`config.mk`:
```
export PLATFORM = sky130hd
export DESIGN_NAME = imu_uart_frame_parser_core
export DESIGN_NICKNAME = d
export VERILOG_FILES = /design/src/sv/imufp_pkg.sv /design/src/sv/imu_uart_frame_parser_core.sv /design/src/sv/imufp_in_stage.sv /design/src/sv/imufp_parser.sv /design/src/sv/imufp_top_dummy_placeholder.sv
export SDC_FILE = /design/constraint.sdc
export NUM_CORES = 1
export LEC_CHECK = 0
export BUFFER_PORTS_ARGS = -buffer_cell sky130_fd_sc_hd__buf_2
export CORE_ASPECT_RATIO = 0.5
export CORE_UTILIZATION = 38
export CTS_CLUSTER_DIAMETER = 120
export DETAILED_ROUTE_END_ITERATION = 12
export PLACE_DENSITY = 0.64
export SYNTH_ARGS = -nofsm -noshare
export SYNTH_HDL_FRONTEND = slang
export SYNTH_SLANG_ARGS = --single-unit
```
`constraint.sdc`:
```
create_clock -name i_clk -period 31.2 [get_ports i_clk]
set_input_delay 6.24 -clock i_clk [delete_from_list [all_inputs] [get_ports i_clk]]
set_output_delay 6.24 -clock i_clk [all_outputs]
set_load 0.05 [all_outputs]
```
`src/sv/imufp_pkg.sv`:
```
// Package for the IMU serial frame parser: frame constants, state and event codes,
// and the result record passed from the parser to the output register.
// Depends on nothing; the core, the parser and the result register import it.
`default_nettype none

package imufp_pkg;

    localparam logic [7:0] HDR_BYTE   = 8'h55;
    localparam logic [7:0] TYPE_LO    = 8'h50;
    localparam logic [7:0] TYPE_HI    = 8'h59;
    localparam logic [7:0] TYPE_ACCEL = 8'h51;
    localparam logic [7:0] TYPE_GYRO  = 8'h52;
    localparam logic [7:0] TYPE_ANGLE = 8'h53;

    // Eight payload bytes per frame, indexed 0..7.
    localparam int unsigned PAY_BYTES = 8;
    localparam int unsigned PAY_IDX_W = $clog2(PAY_BYTES);
    localparam logic [PAY_IDX_W-1:0] PAY_LAST = PAY_IDX_W'(PAY_BYTES - 1);

    localparam int unsigned COUNT_OUT_W = 32;

    typedef enum logic [3:0] {
        ST_HUNT    = 4'b0001,
        ST_TYPE    = 4'b0010,
        ST_PAYLOAD = 4'b0100,
        ST_CHECK   = 4'b1000
    } t_state;

    typedef enum logic [2:0] {
        EV_ACCEL  = 3'd0,
        EV_GYRO   = 3'd1,
        EV_ANGLE  = 3'd2,
        EV_OTHER  = 3'd3,
        EV_BADSUM = 3'd4,
        EV_RESYNC = 3'd5
    } t_event;

    typedef struct packed {
        t_event                   event_res;
        logic [7:0]               frame_type;
        logic signed [15:0]       first_value;
        logic signed [15:0]       second_value;
        logic signed [15:0]       third_value;
        logic signed [15:0]       fourth_value;
        logic [15:0]              heading;
        logic [COUNT_OUT_W-1:0]   good_count;
        logic [COUNT_OUT_W-1:0]   bad_count;
        logic [COUNT_OUT_W-1:0]   resync_count;
        logic [COUNT_OUT_W-1:0]   byte_count;
        logic                     online;
    } t_result;

endpackage

`default_nettype wire

```
`src/sv/imu_uart_frame_parser_core.sv`:
```
// IMU serial frame parser. Takes one received byte per transfer and returns one result for
// every completed 11-byte frame (header 0x55, type, eight payload bytes, checksum) and for
// every bad type byte after a header; other bytes give no result. A byte passes through an
// input register and then through the parser into the result register. One byte is taken in
// every cycle as long as the result register is empty or its result is being taken in the
// same cycle; the parser consumes a byte only when the result register can accept its
// outcome.
// Uses imufp_pkg, imufp_in_stage, imufp_parser and imufp_out_stage.
`default_nettype none

module imu_uart_frame_parser_core import imufp_pkg::*; #(
    parameter int unsigned COUNTER_WIDTH = 32
) (
    input  wire logic               i_clk,
    input  wire logic               i_rst_n,
    input  wire logic               i_in_valid,
    output logic                    o_in_ready,
    input  wire logic [7:0]         i_rx_byte,
    output logic                    o_out_valid,
    input  wire logic               i_out_ready,
    output logic [2:0]              o_event_res,
    output logic [7:0]              o_frame_type,
    output logic signed [15:0]      o_first_value,
    output logic signed [15:0]      o_second_value,
    output logic signed [15:0]      o_third_value,
    output logic signed [15:0]      o_fourth_value,
    output logic [15:0]             o_heading,
    output logic [COUNT_OUT_W-1:0]  o_good_count,
    output logic [COUNT_OUT_W-1:0]  o_bad_count,
    output logic [COUNT_OUT_W-1:0]  o_resync_count,
    output logic [COUNT_OUT_W-1:0]  o_byte_count,
    output logic                    o_online
);

    logic       held_valid;
    logic [7:0] held_byte;
    logic       parse_fire;
    logic       res_valid;
    t_result    res;
    t_result    out_res;

    // The held byte is parsed when the result register is free or being drained.
    assign parse_fire = held_valid && (!o_out_valid || i_out_ready);

    imufp_in_stage u_in_stage (
        .i_clk   (i_clk),
        .i_rst_n (i_rst_n),
        .i_valid (i_in_valid),
        .o_ready (o_in_ready),
        .i_byte  (i_rx_byte),
        .i_take  (parse_fire),
        .o_valid (held_valid),
        .o_byte  (held_byte)
    );

    imufp_parser #(
        .COUNTER_WIDTH (COUNTER_WIDTH)
    ) u_parser (
        .i_clk       (i_clk),
        .i_rst_n     (i_rst_n),
        .i_fire      (parse_fire),
        .i_byte      (held_byte),
        .o_res_valid (res_valid),
        .o_res       (res)
    );

    imufp_out_stage u_out_stage (
        .i_clk   (i_clk),
        .i_rst_n (i_rst_n),
        .i_load  (parse_fire && res_valid),
        .i_res   (res),
        .i_ready (i_out_ready),
        .o_valid (o_out_valid),
        .o_res   (out_res)
    );

    assign o_event_res    = out_res.event_res;
    assign o_frame_type   = out_res.frame_type;
    assign o_first_value  = out_res.first_value;
    assign o_second_value = out_res.second_value;
    assign o_third_value  = out_res.third_value;
    assign o_fourth_value = out_res.fourth_value;
    assign o_heading      = out_res.heading;
    assign o_good_count   = out_res.good_count;
    assign o_bad_count    = out_res.bad_count;
    assign o_resync_count = out_res.resync_count;
    assign o_byte_count   = out_res.byte_count;
    assign o_online       = out_res.online;

endmodule

`default_nettype wire

```
`src/sv/imufp_in_stage.sv`:
```
// Input register of the IMU frame parser: holds one received byte until the
// parser consumes it. Depends on nothing beyond the clock and reset.
`default_nettype none

module imufp_in_stage (
    input  wire logic       i_clk,
    input  wire logic       i_rst_n,
    input  wire logic       i_valid,
    output logic            o_ready,
    input  wire logic [7:0] i_byte,
    input  wire logic       i_take,
    output logic            o_valid,
    output logic [7:0]      o_byte
);

    logic       r_valid;
    logic [7:0] r_byte;

    // A new byte may enter when the register is empty or is being drained.
    assign o_ready = !r_valid || i_take;

    always_ff @(posedge i_clk) begin
        if (!i_rst_n) begin
            r_valid <= 1'b0;
        end else if (o_ready) begin
            r_valid <= i_valid;
        end
    end

    always_ff @(posedge i_clk) begin
        if (i_valid && o_ready) begin
            r_byte <= i_byte;
        end
    end

    assign o_valid = r_valid;
    assign o_byte  = r_byte;

endmodule

`default_nettype wire

```
`src/sv/imufp_parser.sv`:
```
// Frame parser of the IMU serial stream: header hunt, type check, payload store,
// checksum, decode and statistics counters. Uses imufp_pkg.
`default_nettype none

module imufp_parser import imufp_pkg::*; #(
    parameter int unsigned COUNTER_WIDTH = 32
) (
    input  wire logic       i_clk,
    input  wire logic       i_rst_n,
    input  wire logic       i_fire,
    input  wire logic [7:0] i_byte,
    output logic            o_res_valid,
    output t_result         o_res
);

    localparam logic [COUNTER_WIDTH-1:0] CNT_ONE = COUNTER_WIDTH'(1);

    t_state                    r_state, n_state;
    logic [7:0]                r_csum, n_csum;
    logic [PAY_IDX_W-1:0]      r_idx, n_idx;
    logic [7:0]                r_type, n_type;
    logic [7:0]                r_payload [PAY_BYTES];
    logic [COUNTER_WIDTH-1:0]  r_good, n_good;
    logic [COUNTER_WIDTH-1:0]  r_bad, n_bad;
    logic [COUNTER_WIDTH-1:0]  r_resync, n_resync;
    logic [COUNTER_WIDTH-1:0]  r_bytes, n_bytes;
    logic                      r_angle, n_angle;
    logic                      pay_we;

    always_comb begin
        n_state     = r_state;
        n_csum      = r_csum;
        n_idx       = r_idx;
        n_type      = r_type;
        n_good      = r_good;
        n_bad       = r_bad;
        n_resync    = r_resync;
        n_bytes     = r_bytes;
        n_angle     = r_angle;
        pay_we      = 1'b0;
        o_res_valid = 1'b0;
        o_res       = '0;

        if (i_fire) begin
            n_bytes = r_bytes + CNT_ONE;
            case (r_state)
                ST_HUNT: begin
                    if (i_byte == HDR_BYTE) begin
                        n_csum  = i_byte;
                        n_state = ST_TYPE;
                    end
                end
                ST_TYPE: begin
                    if (i_byte inside {[TYPE_LO:TYPE_HI]}) begin
                        n_type  = i_byte;
                        n_csum  = r_csum + i_byte;
                        n_idx   = '0;
                        n_state = ST_PAYLOAD;
                    end else begin
                        n_state           = ST_HUNT;
                        n_csum            = '0;
                        n_resync          = r_resync + CNT_ONE;
                        o_res_valid       = 1'b1;
                        o_res.event_res   = EV_RESYNC;
                        o_res.frame_type  = i_byte;
                    end
                end
                ST_PAYLOAD: begin
                    pay_we = 1'b1;
                    n_csum = r_csum + i_byte;
                    n_idx  = r_idx + PAY_IDX_W'(1);
                    if (r_idx == PAY_LAST) begin
                        n_state = ST_CHECK;
                    end
                end
                ST_CHECK: begin
                    n_state          = ST_HUNT;
                    n_csum           = '0;
                    o_res_valid      = 1'b1;
                    o_res.frame_type = r_type;
                    if (i_byte != r_csum) begin
                        n_bad           = r_bad + CNT_ONE;
                        o_res.event_res = EV_BADSUM;
                    end else begin
                        n_good             = r_good + CNT_ONE;
                        o_res.first_value  = {r_payload[1], r_payload[0]};
                        o_res.second_value = {r_payload[3], r_payload[2]};
                        o_res.third_value  = {r_payload[5], r_payload[4]};
                        o_res.fourth_value = {r_payload[7], r_payload[6]};
                        case (r_type)
                            TYPE_ACCEL: o_res.event_res = EV_ACCEL;
                            TYPE_GYRO:  o_res.event_res = EV_GYRO;
                            TYPE_ANGLE: begin
                                // Raw yaw read as unsigned is the 0..360 degree heading.
                                o_res.event_res = EV_ANGLE;
                                o_res.heading   = {r_payload[5], r_payload[4]};
                                n_angle         = 1'b1;
                            end
                            default:    o_res.event_res = EV_OTHER;
                        endcase
                    end
                end
                default: begin
                    n_state = ST_HUNT;
                    n_csum  = '0;
                end
            endcase
        end

        o_res.good_count   = COUNT_OUT_W'(n_good);
        o_res.bad_count    = COUNT_OUT_W'(n_bad);
        o_res.resync_count = COUNT_OUT_W'(n_resync);
        o_res.byte_count   = COUNT_OUT_W'(n_bytes);
        o_res.online       = n_angle;
    end

    always_ff @(posedge i_clk) begin
        if (!i_rst_n) begin
            r_state  <= ST_HUNT;
            r_csum   <= '0;
            r_idx    <= '0;
            r_good   <= '0;
            r_bad    <= '0;
            r_resync <= '0;
            r_bytes  <= '0;
            r_angle  <= 1'b0;
        end else begin
            r_state  <= n_state;
            r_csum   <= n_csum;
            r_idx    <= n_idx;
            r_good   <= n_good;
            r_bad    <= n_bad;
            r_resync <= n_resync;
            r_bytes  <= n_bytes;
            r_angle  <= n_angle;
        end
    end

    always_ff @(posedge i_clk) begin
        r_type <= n_type;
        if (pay_we) begin
            r_payload[r_idx] <= i_byte;
        end
    end

`ifndef SYNTHESIS
    // The running sum is only live inside a frame.
    a_csum_clear_hunting: assert property (@(posedge i_clk) disable iff (!i_rst_n)
        (r_state == ST_HUNT) |-> (r_csum == '0))
        else $error("checksum accumulator not clear while hunting");

    a_check_returns_to_hunt: assert property (@(posedge i_clk) disable iff (!i_rst_n)
        (i_fire && r_state == ST_CHECK) |=> (r_state == ST_HUNT))
        else $error("parser did not return to hunting after the checksum byte");

    a_byte_count_step: assert property (@(posedge i_clk) disable iff (!i_rst_n)
        i_fire |=> (r_bytes == $past(r_bytes) + CNT_ONE))
        else $error("byte counter did not advance on a consumed byte");

    a_online_sticky: assert property (@(posedge i_clk) disable iff (!i_rst_n)
        !$fell(r_angle))
        else $error("angle-seen flag cleared outside reset");
`endif

endmodule

`default_nettype wire

```
`src/sv/imufp_top_dummy_placeholder.sv`:
```
// Result register stage of the IMU frame parser: holds one finished result
// until it is taken. Uses imufp_pkg.
`default_nettype none

module imufp_out_stage import imufp_pkg::*; (
    input  wire logic    i_clk,
    input  wire logic    i_rst_n,
    input  wire logic    i_load,
    input  wire t_result i_res,
    input  wire logic    i_ready,
    output logic         o_valid,
    output t_result      o_res
);

    logic    r_valid;
    t_result r_res;

    always_ff @(posedge i_clk) begin
        if (!i_rst_n) begin
            r_valid <= 1'b0;
        end else if (i_load) begin
            r_valid <= 1'b1;
        end else if (i_ready) begin
            r_valid <= 1'b0;
        end
    end

    always_ff @(posedge i_clk) begin
        if (i_load) begin
            r_res <= i_res;
        end
    end

    assign o_valid = r_valid;
    assign o_res   = r_res;

endmodule

`default_nettype wire

```
==> results of run 1 <==
worst paths after layout:
path                                               to  cells after the start  slack [ps]
worst max-delay path                       o_in_ready                      4       17910
worst min-delay path               u_parser.r_good[9]                      2         480
worst max register to register  u_out_stage.o_res[26]                      6       27220
worst min register to register     u_parser.r_good[9]                      2         480
power groups by stage:
stage                     Sequential [mW]  Combinational, mW  Clock, mW
after floorplan                     0.641            0.00737          0
final                               0.630             0.0127      0.484
after global routing                0.630             0.0141      0.523
after CTS                           0.630             0.0131      0.497
after detailed placement            0.643             0.0130          0
after global placement              0.643             0.0129          0
state kept, by name, summed over array words and instances (netlist names), 3 cells and up:
register	cells
o_third_value	16
u_parser.r_idx	3
u_parser.r_good	32
o_first_value	16
o_second_value	16
u_parser.r_csum	8
u_parser.r_type	8
u_parser.r_bad	32
u_in_stage.o_byte	8
u_out_stage.o_res	157
u_parser.r_resync	32
o_fourth_value	15
u_parser.r_state	4
u_parser.r_payload	64
u_parser.r_bytes	32
worst register-to-register path, cell delays in order, from the launching register on:
cell	delay, ps
edfxtp_1	720
o21ai_0	350
a21oi_1	840
nor2_1	190
nor2_4	140
buf_4	490
buf_4	840
layout make-up:
type	count	area (µm²)
timing repair buffer	246	1270
inverter	31	116
clock inverter	17	80.1
sequential	446	11900
fill	4096	24700
tap	598	748
clock buffer	59	1210
multi-input combinational	848	5310
cells by family after synthesis:
group | after synthesis | synth area share (%)
AO/OA/AOI/OAI | 133 | 4.55
XOR/XNOR | 91 | 4.54
adder cells (fa/ha/maj) | 14 | 1.04
buffers and inverters | 85 | 1.82
flip-flops | 446 | 68.0
multiplexers | 32 | 1.84
AND/OR/NAND/NOR | 578 | 18.2
metal layers:
| metal | vias up | global-route usage [%] |
|---|---|---|
| li1 | 5543 | - |
| met1 | 5548 | 20.4 |
| met2 | 195 | 27.5 |
| met3 | 55 | 2.59 |
| met4 | 0 | 4.91 |
| met5 | - | 0 |
cells in the final DEF, fill, tap and decap left out, types with 33 or more instances in the layout:
cell	count
nand3_1	56
edfxtp_1	300
and3_1	80
nand2b_1	33
buf_2	232
nor2_1	44
xnor2_1	49
and2_1	77
a21oi_1	58
clkbuf_16	45
dfxtp_1	146
xor2_1	42
nand2_1	124
==> summary.txt, run 1 <==
Outcome
  – Status: finished, final reports clean

Yosys
  – FFs w/ async S/R, synth: 0%
  – Post-synthesis instance area: 17600 µm²
  – Mean Syn Cell Area: 12.7 µm²
  – Synth area leaders: edfxtp_1 51%, dfxtp_1 17%, and3_1 2.9%
  – Yosys cell types: 51
  – Count leader, synth: edfxtp_1
  – Seq/Total Area, Yosys: 68.0%
  – Synth top cells by count: 300 x edfxtp_1, 146 x dfxtp_1, 124 x nand2_1
  – Mapped Nets: 1405
  – Post-synth EDFFs: 300
  – Yosys reg bits: 446
  – Synth area leader: edfxtp_1
  – Yosys warnings: 0
  – Synth Instances: 1379
  – Area share of the largest cell type after synthesis: 51.3%
  – Prevailing post-synth register cell: edfxtp_1

Floorplan
  – Die Y: 154 µm
  – Total I/O pin count: roughly 230
  – Core ar.: 45300 µm²
  – Die area: 47100 µm²
  – Starting Density: 38.7%
  – Die width: 306 µm
  – # rows: 55

STA
  – Fin crit period: roughly 13000 ps
  – Period Utilization, post-route: ~43%
  – Final Skew: 18.5 ps
  – FMAX: 75.2 MHz
  – Setup-failing EPs final: 0
  – Final-report max-slew violation count: 0
  – Setup WS post-layout: 17910 ps
  – Slew @ Worst Pin: between 1000 and 1500 ps
  – RSZ-0062 raised after global routing: no
  – Worst hold slack: 478 ps
  – Slew margin rel.: between 20% and 30%
  – Setup tns final: 0 ps
  – Hold Vio Cnt, Final: 0

Cells and area
  – Area growth syn-to-layout: 17.7%
  – Share of cells above drive strength 1: 19.1%
  – Core Util, Final: a little under half
  – Antenna fix cells: 0
  – Fin cells: 2245
  – Final Instance Area: 20700 µm²
  – Nets: 1641

Power
  – Clock share of power: approximately 43%
  – Proportion of power drawn by combinational gates: 1.1%
  – NetSw: 226 µW
  – Worst vdd ir: about 0.03 mV
  – Internal: roughly 900 µW
  – Sequential share of power: 55.9%
  – Sw frac: roughly 20%
  – Pwr dens: 54.5 nW/µm²
  – Final total power: 1.13 mW
  – Leakage power total: 8.69 nW

Worst setup path
  – CP max-delay cell: nor2b_1
  – CP Capture Type: primary output
  – Top delay family on crit path: simple AND/OR/NAND/NOR gates
  – Max incr delay on CP: 350 ps
  – CP Class: input pin to primary output
  – Worst R2R Start: u_in_stage.o_byte[2]
  – Worst EP required: 24960 ps
  – Worst setup SP type: input pin
  – CP cell instances: buf_2 -> nor2b_1 -> nand2_1 -> buf_2
  – Setup crit start: i_out_ready
  – WP buf/inv: 2
  – Critical Path AT: 7050 ps
  – Cell mode on critical path: buf_2
  – Top fanout value on the critical path: 6

Min path
  – Worst hold path class: register to register
  – Hold_sp: u_parser.r_good[9]

Route
  – Detail Route Antenna Nets: 0
  – Max Used Layer: met4
  – WL/cell: 17.1 µm
  – DR DRC count: 0
  – DRT iter0 DRCs: 806
  – Post-Route M1 WL: 16.7 mm
  – Met2 wire len: 19.3 mm
  – Length of routed met3 wiring: 1.41 mm
  – Vias: 11300
  – Final WL: 38.4 mm
  – Drt pass-1 iters: 7
  – Vias per cell: 5.05

GRT
  – First-pass GRT wire length: 59.2 mm
  – Initial antenna violation count: 0
  – Grt total ovfl: 0
  – Tot GR Track Use: 15.9%
  – Vias in the first global route: 10700
  – Pin count of the biggest net entering global routing: 111

Placed design
  – GP Congestion: about 0.83
  – Pre-CTS setup slack: 17900 ps
  – DP Area: 19400 µm²
  – Placed Cells: 2169
  – DP Wirelength: 25.0 mm
  – Number of I/O port buffers: 233

Clock tree
  – CTS Hold Bufs: 0
  – Cell at the root of the clock tree: clkbuf_16
  – Post-CTS setup repair buffer count: 0
  – CTS HTree Levels: 2
  – Clock insertion delay at the later pin of the skew report: between 500 and 600 ps
  – Clock Path Buffers: 3
  – CTS Buf Count: 42
  – Sink Count: 446
  – CTS tree: done
  – Resize count post-CTS: 0
  – Clock slew at reported path FFs: ~60 ps

Job
  – Max_cap viols: 0
(Power assumes the default switching activity.)
==> run 2: changes to the inputs <==
--- a/config.mk
+++ b/config.mk
@@ -10,7 +10,7 @@
 export CORE_UTILIZATION = 38
 export CTS_CLUSTER_DIAMETER = 120
 export DETAILED_ROUTE_END_ITERATION = 12
-export PLACE_DENSITY = 0.64
+export PLACE_DENSITY = 0.67
 export SYNTH_ARGS = -nofsm -noshare
 export SYNTH_HDL_FRONTEND = slang
 export SYNTH_SLANG_ARGS = --single-unit
==> constraint.sdc (replaced) <==
create_clock -name i_clk -period 10.6 [get_ports i_clk]
set_input_delay 2.12 -clock i_clk [delete_from_list [all_inputs] [get_ports i_clk]]
set_output_delay 2.12 -clock i_clk [all_outputs]
set_load 0.05 [all_outputs]
==> run 2 against run 1 <==
Hold slack got worse by 14 ps. Via count fell by 0.48%. Non-clock buffer count fell by 2. Utilization rose by 0.055 points. Register-to-register slack got worse by 21000 ps. Wire length fell by 0.75%. Sequential share of layout area fell by 0.070 points. First-iteration DRC count fell by 11%. Sequential cell count did not move. Clock power rose to 3.0 times the previous value. Global-route usage fell by 0.10 points. Critical path type unchanged. Largest power group unchanged.
==> summary.txt, run 2 (synthesized netlist as in run 1, its figures left out) <==
Outcome
  – Status: finished, final reports clean (unchanged)

Clock tree
  – CTS HTree Levels: 2 (unchanged)
  – Cell at the root of the clock tree: clkbuf_16 (unchanged)
  – Clock slew at reported path FFs: 60 ps (about the same)
  – Post-CTS setup repair buffer count: 0 (unchanged)
  – Clock insertion delay at the later pin of the skew report: 540 ps (about the same)
  – CTS Buf Count: 41 (was 42)
  – Clock Path Buffers: 3 (unchanged)
  – CTS tree: done (unchanged)
  – CTS Hold Bufs: 0 (unchanged)
  – Sink Count: 446 (unchanged)
  – Resize count post-CTS: 0 (unchanged)

Route
  – Vias: 11300 (about the same)
  – Final WL: 38.1 mm (was 38.4 mm)
  – WL/cell: 17.0 µm (was 17.1 µm)
  – Drt pass-1 iters: 5 (was 7)
  – DR DRC count: 0 (unchanged)
  – Vias per cell: 5.03 (was 5.05)
  – DRT iter0 DRCs: 720 (was 806)
  – Detail Route Antenna Nets: 0 (unchanged)

Floorplan
  – Die Y: 154 µm (unchanged)
  – Die width: 306 µm (unchanged)
  – Total I/O pin count: 234 (unchanged)
  – Core ar.: 45300 µm² (unchanged)
  – # rows: 55 (unchanged)
  – Starting Density: 38.7% (unchanged)
  – Die area: 47100 µm² (unchanged)

GRT
  – Pin count of the biggest net entering global routing: 121 (was 111)
  – First-pass GRT wire length: 58.9 mm (was 59.2 mm)
  – Grt total ovfl: 0 (unchanged)
  – Vias in the first global route: 10700 (about the same)
  – Initial antenna violation count: 0 (unchanged)
  – Tot GR Track Use: 15.8% (was 15.9%)

STA
  – Hold Vio Cnt, Final: 0 (unchanged)
  – Setup tns final: 0 ps (unchanged)
  – Final Skew: 13.9 ps (was 18.5 ps)
  – Slew margin rel.: 22.4% (was 25.7%)
  – Setup-failing EPs final: 0 (unchanged)
  – Final-report max-slew violation count: 0 (unchanged)
  – Fin crit period: 5050 ps
  – Period Utilization, post-route: 47.7%
  – RSZ-0062 raised after global routing: no (unchanged)
  – FMAX: roughly 200 MHz
  – Setup WS post-layout: 5550 ps (was 17910 ps)
  – Slew @ Worst Pin: 1160 ps (was 1110 ps)

Cells and area
  – Final Instance Area: 20700 µm² (about the same)
  – Nets: 1638 (was 1641)
  – FILL cells: 4007 (was 4096)
  – Most frequent cells in the layout: 300 x edfxtp_1, 232 x buf_2, 146 x dfxtp_1 (unchanged)
  – Antenna fix cells: 0 (unchanged)
  – Core Util, Final: 45.6% (about the same)
  – Area growth syn-to-layout: 17.9% (was 17.7%)
  – Share of cells above drive strength 1: 19.3% (was 19.1%)
  – Most common cell after layout, fill and taps aside: edfxtp_1 (unchanged)
  – Max reg flops: 157 (unchanged)

Worst setup path
  – Top fanout value on the critical path: 6 (unchanged)
  – Critical Path AT: 2930 ps (was 7050 ps)
  – CP Class: input pin to primary output (unchanged)
  – CP max-delay cell: nor2b_1 (unchanged)
  – Worst EP required: 8480 ps (was 24960 ps)
  – Max incr delay on CP: 360 ps (was 350 ps)
  – Cell mode on critical path: buf_2 (unchanged)
  – CP cell instances: buf_2 -> nor2b_1 -> nand2_1 -> buf_2 (unchanged)
  – CP Capture Type: primary output (unchanged)
  – Worst setup SP type: input pin (unchanged)

Power
  – Leakage power total: 8.70 nW (was 8.69 nW)
  – Worst vdd ir: 0.0889 mV (was 0.0293 mV)
  – Pwr dens: 162 nW/µm² (was 54.5 nW/µm²)
  – Final total power: 3.36 mW (was 1.13 mW)

Min path
  – Worst hold path class: register to register (unchanged)

Placed design
  – GP Congestion: 0.816 (was 0.830)
  – DP Area: 19400 µm² (about the same)
  – Number of I/O port buffers: 233 (unchanged)
  – Pre-CTS setup slack: 5540 ps (was 17900 ps)
  – DP Wirelength: 24.9 mm (was 25.0 mm)

Job
  – Max_cap viols: 0 (unchanged)
run 2: changes by cell type in the layout (fill, tap and decap cells not counted), moves of 2 or more:
cell       change
clkbuf_16      -2
clkinv_1       -9
buf_4          -2
bufinv_16      +2
clkbuf_1       +5
clkbuf_8       +2
run 2: critical path, delay by kind of cell:
kind	cells	cell delay (ps)
buffers and inverters	2	340
AND/OR/NAND/NOR	2	480
run 2: path summary, 6_finish.rpt:
path                       end  slack (ps)            startpoint  cells after the start
min reg2reg   u_parser.r_angle         460      u_parser.r_angle                      1
min           u_parser.r_angle         460      u_parser.r_angle                      1
max reg2reg  o_third_value[14]        6340  u_in_stage.o_byte[1]                      6
max                 o_in_ready        5550           i_out_ready                      4
run 2: layout make-up:
class	count	area, µm²	area share, %
Clock buffer	64	1200	5.82
Clock inverter	12	124	0.599
Inverter	31	116	0.562
Multi-Input combinational cell	848	5310	25.7
Sequential cell	446	11900	57.7
Tap cell	598	748	3.62
Timing Repair Buffer	244	1250	6.05
run 2: metrics by stage:
| stage | instances | hold slack (ps) |
|---|---|---|
| 3_3_place_gp | 2167 | 442 |
| 4_1_cts | 2243 | 469 |
| 6_report | 2243 | 464 |
| 3_5_place_dp | 2167 | 454 |
| 5_1_grt | 2243 | 481 |
| 2_1_floorplan | 1379 | 433 |
run 2: routing by layer:
layer	wire (µm)	part of all wire, %	GRT usage [%]	vias to the layer above
met3	1440	3.8	2.52	62
met4	917	2.4	4.64	0
met5	0	0	0	-
met2	19500	51	27.8	217
li1	-	-	-	5524
met1	16300	43	20.0	5484
run 2: power breakdown:
part           total [mW]  switching, mW  internal, mW
Clock                1.47          0.632         0.836
Sequential           1.86         0.0130          1.84
Combinational      0.0324         0.0230       0.00937
==> run 3: changes to the inputs <==
--- a/config.mk
+++ b/config.mk
@@ -10,7 +10,7 @@
 export CORE_UTILIZATION = 38
 export CTS_CLUSTER_DIAMETER = 120
 export DETAILED_ROUTE_END_ITERATION = 12
-export PLACE_DENSITY = 0.67
+export PLACE_DENSITY = 0.64
 export SYNTH_ARGS = -nofsm -noshare
 export SYNTH_HDL_FRONTEND = slang
 export SYNTH_SLANG_ARGS = --single-unit
==> constraint.sdc (replaced) <==
create_clock -name i_clk -period 4.95 [get_ports i_clk]
set_input_delay 0.99 -clock i_clk [delete_from_list [all_inputs] [get_ports i_clk]]
set_output_delay 0.99 -clock i_clk [all_outputs]
set_load 0.05 [all_outputs]
==> run 3 against run 2 <==
Wire length rose by 1.1%. Cell count is the same. Largest power group unchanged. Sequential cell count stayed put. Highest routed layer unchanged. Clock power up 130%.
==> summary.txt, run 3 (synthesized netlist as in run 1, its figures left out) <==
Outcome
  – Status: finished, final reports clean (unchanged)

Placed design
  – DP Wirelength: 25.8 mm (was 24.9 mm)
  – Placed Cells: 2164 (was 2167)
  – DP Area: 19400 µm² (about the same)
  – GP Congestion: 0.813 (was 0.816)
  – Number of I/O port buffers: 233 (unchanged)
  – Pre-CTS setup slack: 1620 ps (was 5540 ps)

Min path
  – Worst hold path class: register to register (unchanged)
  – Hold_sp: u_parser.r_angle (unchanged)
  – Hold path depth: 1 (unchanged)
  – Hold Path Sink: u_parser.r_angle (unchanged)

STA
  – Hold Vio Cnt, Final: 0 (unchanged)
  – Slew @ Worst Pin: 1180 ps (was 1160 ps)
  – Setup-failing EPs final: 0 (unchanged)
  – FMAX: between 300 and 400 MHz
  – Final Skew: 30.2 ps (was 13.9 ps)
  – Final-report max-slew violation count: 0 (unchanged)
  – Fin crit period: 3290 ps
  – Setup WS post-layout: 1660 ps (was 5550 ps)
  – Worst hold slack: 465 ps (was 464 ps)
  – Period Utilization, post-route: roughly two thirds
  – RSZ-0062 raised after global routing: no (unchanged)
  – Slew margin rel.: 20.9% (was 22.4%)

Route
  – Detail Route Antenna Nets: 0 (unchanged)
  – Vias: 11200 (was 11300)
  – WL/cell: 17.2 µm (was 17.0 µm)
  – Vias per cell: 5.00 (was 5.03)
  – Final WL: 38.6 mm (was 38.1 mm)
  – Drt pass-1 iters: 4 (was 5)
  – DR DRC count: 0 (unchanged)
  – DRT iter0 DRCs: 664 (was 720)

Cells and area
  – Most common cell after layout, fill and taps aside: edfxtp_1 (unchanged)
  – FILL cells: 4055 (was 4007)
  – Most frequent cells in the layout: 300 x edfxtp_1, 232 x buf_2, 145 x dfxtp_1 (was 300 x edfxtp_1, 232 x buf_2, 146 x dfxtp_1)
  – Nets: 1636 (was 1638)
  – Final Instance Area: 20900 µm² (was 20700 µm²)
  – Storage element area: 11900 µm² (about the same)
  – Area growth syn-to-layout: 18.8% (was 17.9%)
  – Area of the multi-input gates: 5330 µm² (was 5310 µm²)
  – Share of cells above drive strength 1: 19.6% (was 19.3%)
  – Fin cells: 2243 (unchanged)
  – Max reg flops: 157 (unchanged)

GRT
  – Tot GR Track Use: 15.9% (was 15.8%)
  – Vias in the first global route: 10700 (unchanged)
  – Initial antenna violation count: 1 (was 0)
  – First-pass GRT wire length: 59.4 mm (was 58.9 mm)
  – Grt total ovfl: 0 (unchanged)
  – Pin count of the biggest net entering global routing: 119 (was 121)

Clock tree
  – Clock slew at reported path FFs: 70 ps (was 60 ps)
  – Cell at the root of the clock tree: clkbuf_16 (unchanged)
  – CTS Buf Count: 42 (was 41)
  – Clock Path Buffers: 3 (unchanged)
  – Clock insertion delay at the later pin of the skew report: 560 ps (was 540 ps)
  – CTS Hold Bufs: 0 (unchanged)
  – Post-CTS setup repair buffer count: 0 (unchanged)
  – Resize count post-CTS: 0 (unchanged)
  – CTS HTree Levels: 2 (unchanged)
  – Sink Count: 446 (unchanged)
  – CTS tree: done (unchanged)

Worst setup path
  – FF-to-FF End: u_parser.r_resync[26] (was o_third_value[14])
  – Worst R2R Start: u_in_stage.o_byte[2] (was u_in_stage.o_byte[1])
  – Top fanout value on the critical path: 13 (was 6)
  – Worst EP required: 5430 ps (was 8480 ps)
  – R2r setup slk: 1660 ps (was 6340 ps)
  – CP Capture Type: register (was primary output)
  – CP Class: register to register (was input pin to primary output)
  – Worst setup SP type: register (was input pin)
  – Critical Path AT: 3770 ps (was 2930 ps)
  – Reg2reg path depth: 5 (was 6)

Floorplan
  – Starting Density: 38.7% (unchanged)
  – Die area: 47100 µm² (unchanged)
  – Die Y: 154 µm (unchanged)
  – Die width: 306 µm (unchanged)
  – Core ar.: 45300 µm² (unchanged)
  – # rows: 55 (unchanged)
  – Total I/O pin count: 234 (unchanged)

Power
  – Sequential share of power: 53.3% (was 55.3%)
  – Proportion of power drawn by combinational gates: 0.9% (was 1.0%)
  – Internal: 5.95 mW (was 2.69 mW)
  – Sw frac: 20.2% (was 19.9%)
  – Leakage power total: 8.78 nW (was 8.70 nW)
  – Worst vdd ir: 0.218 mV (was 0.0889 mV)
  – NetSw: 1.50 mW (was 668 µW)
  – Pwr dens: 357 nW/µm² (was 162 nW/µm²)
  – Clock share of power: 45.8% (was 43.7%)

Job
  – Max_cap viols: 0 (unchanged)
-- run 3: routing by layer --
layer / global-route usage (%) / wire (µm) / up-vias
li1: - / - / 5558
met1: 20.9 / 17200 / 5422
met2: 27.2 / 19000 / 191
met3: 2.94 / 1590 / 55
met4: 4.02 / 726 / 0
met5: 0 / 0 / -
-- run 3: how the worst max path moves through the flow --
stage	from	end	slack (ps)	cells past startpoint
2_1_floorplan	i_out_ready	o_first_value[0]	-70	4
3_3_place_gp	i_out_ready	u_out_stage.o_res[96]	1690	6
3_5_place_dp	i_out_ready	u_parser.r_payload[0][0]	1620	5
4_1_cts	u_in_stage.o_byte[2]	u_out_stage.o_res[49]	1670	5
5_1_grt	u_in_stage.o_byte[1]	u_parser.r_resync[26]	1430	5
6_report	u_in_stage.o_byte[2]	u_parser.r_resync[26]	1660	5
-- run 3: worst max-delay path: stages (launching register included) --
cell and delay [ps]:
edfxtp_1 770, o21ai_0 350, a2111oi_2 990, nand2_1 350
or4_1 580, a21oi_1 160
-- run 3: cell type report --
cell class              count  area share (%)
clock inverters            20            1.13
diodes                      1          0.0120
clock buffers              58            5.93
flip-flops and latches    446            57.2
inverters                  31           0.558
multi-input cells         848            25.6
repair buffers            241            6.01
well taps                 598            3.59
-- run 3: through the flow --
stage	TNS, ps	power [mW]	util [%]
after floorplan	-14510	4.09	-
after global placement	0	4.13	42.7
after detailed placement	0	4.13	42.7
after CTS	0	7.54	46.0
after global routing	0	7.70	46.0
final	0	7.46	46.0
-- run 3: power groups by stage --
stage	clock network (mW)	logic [mW]	registers, mW
floorplan	0	0.0485	4.04
global placement	0	0.0661	4.06
detailed placement	0	0.0675	4.06
CTS	3.49	0.0678	3.98
global route	3.65	0.0747	3.98
finish	3.41	0.0668	3.98
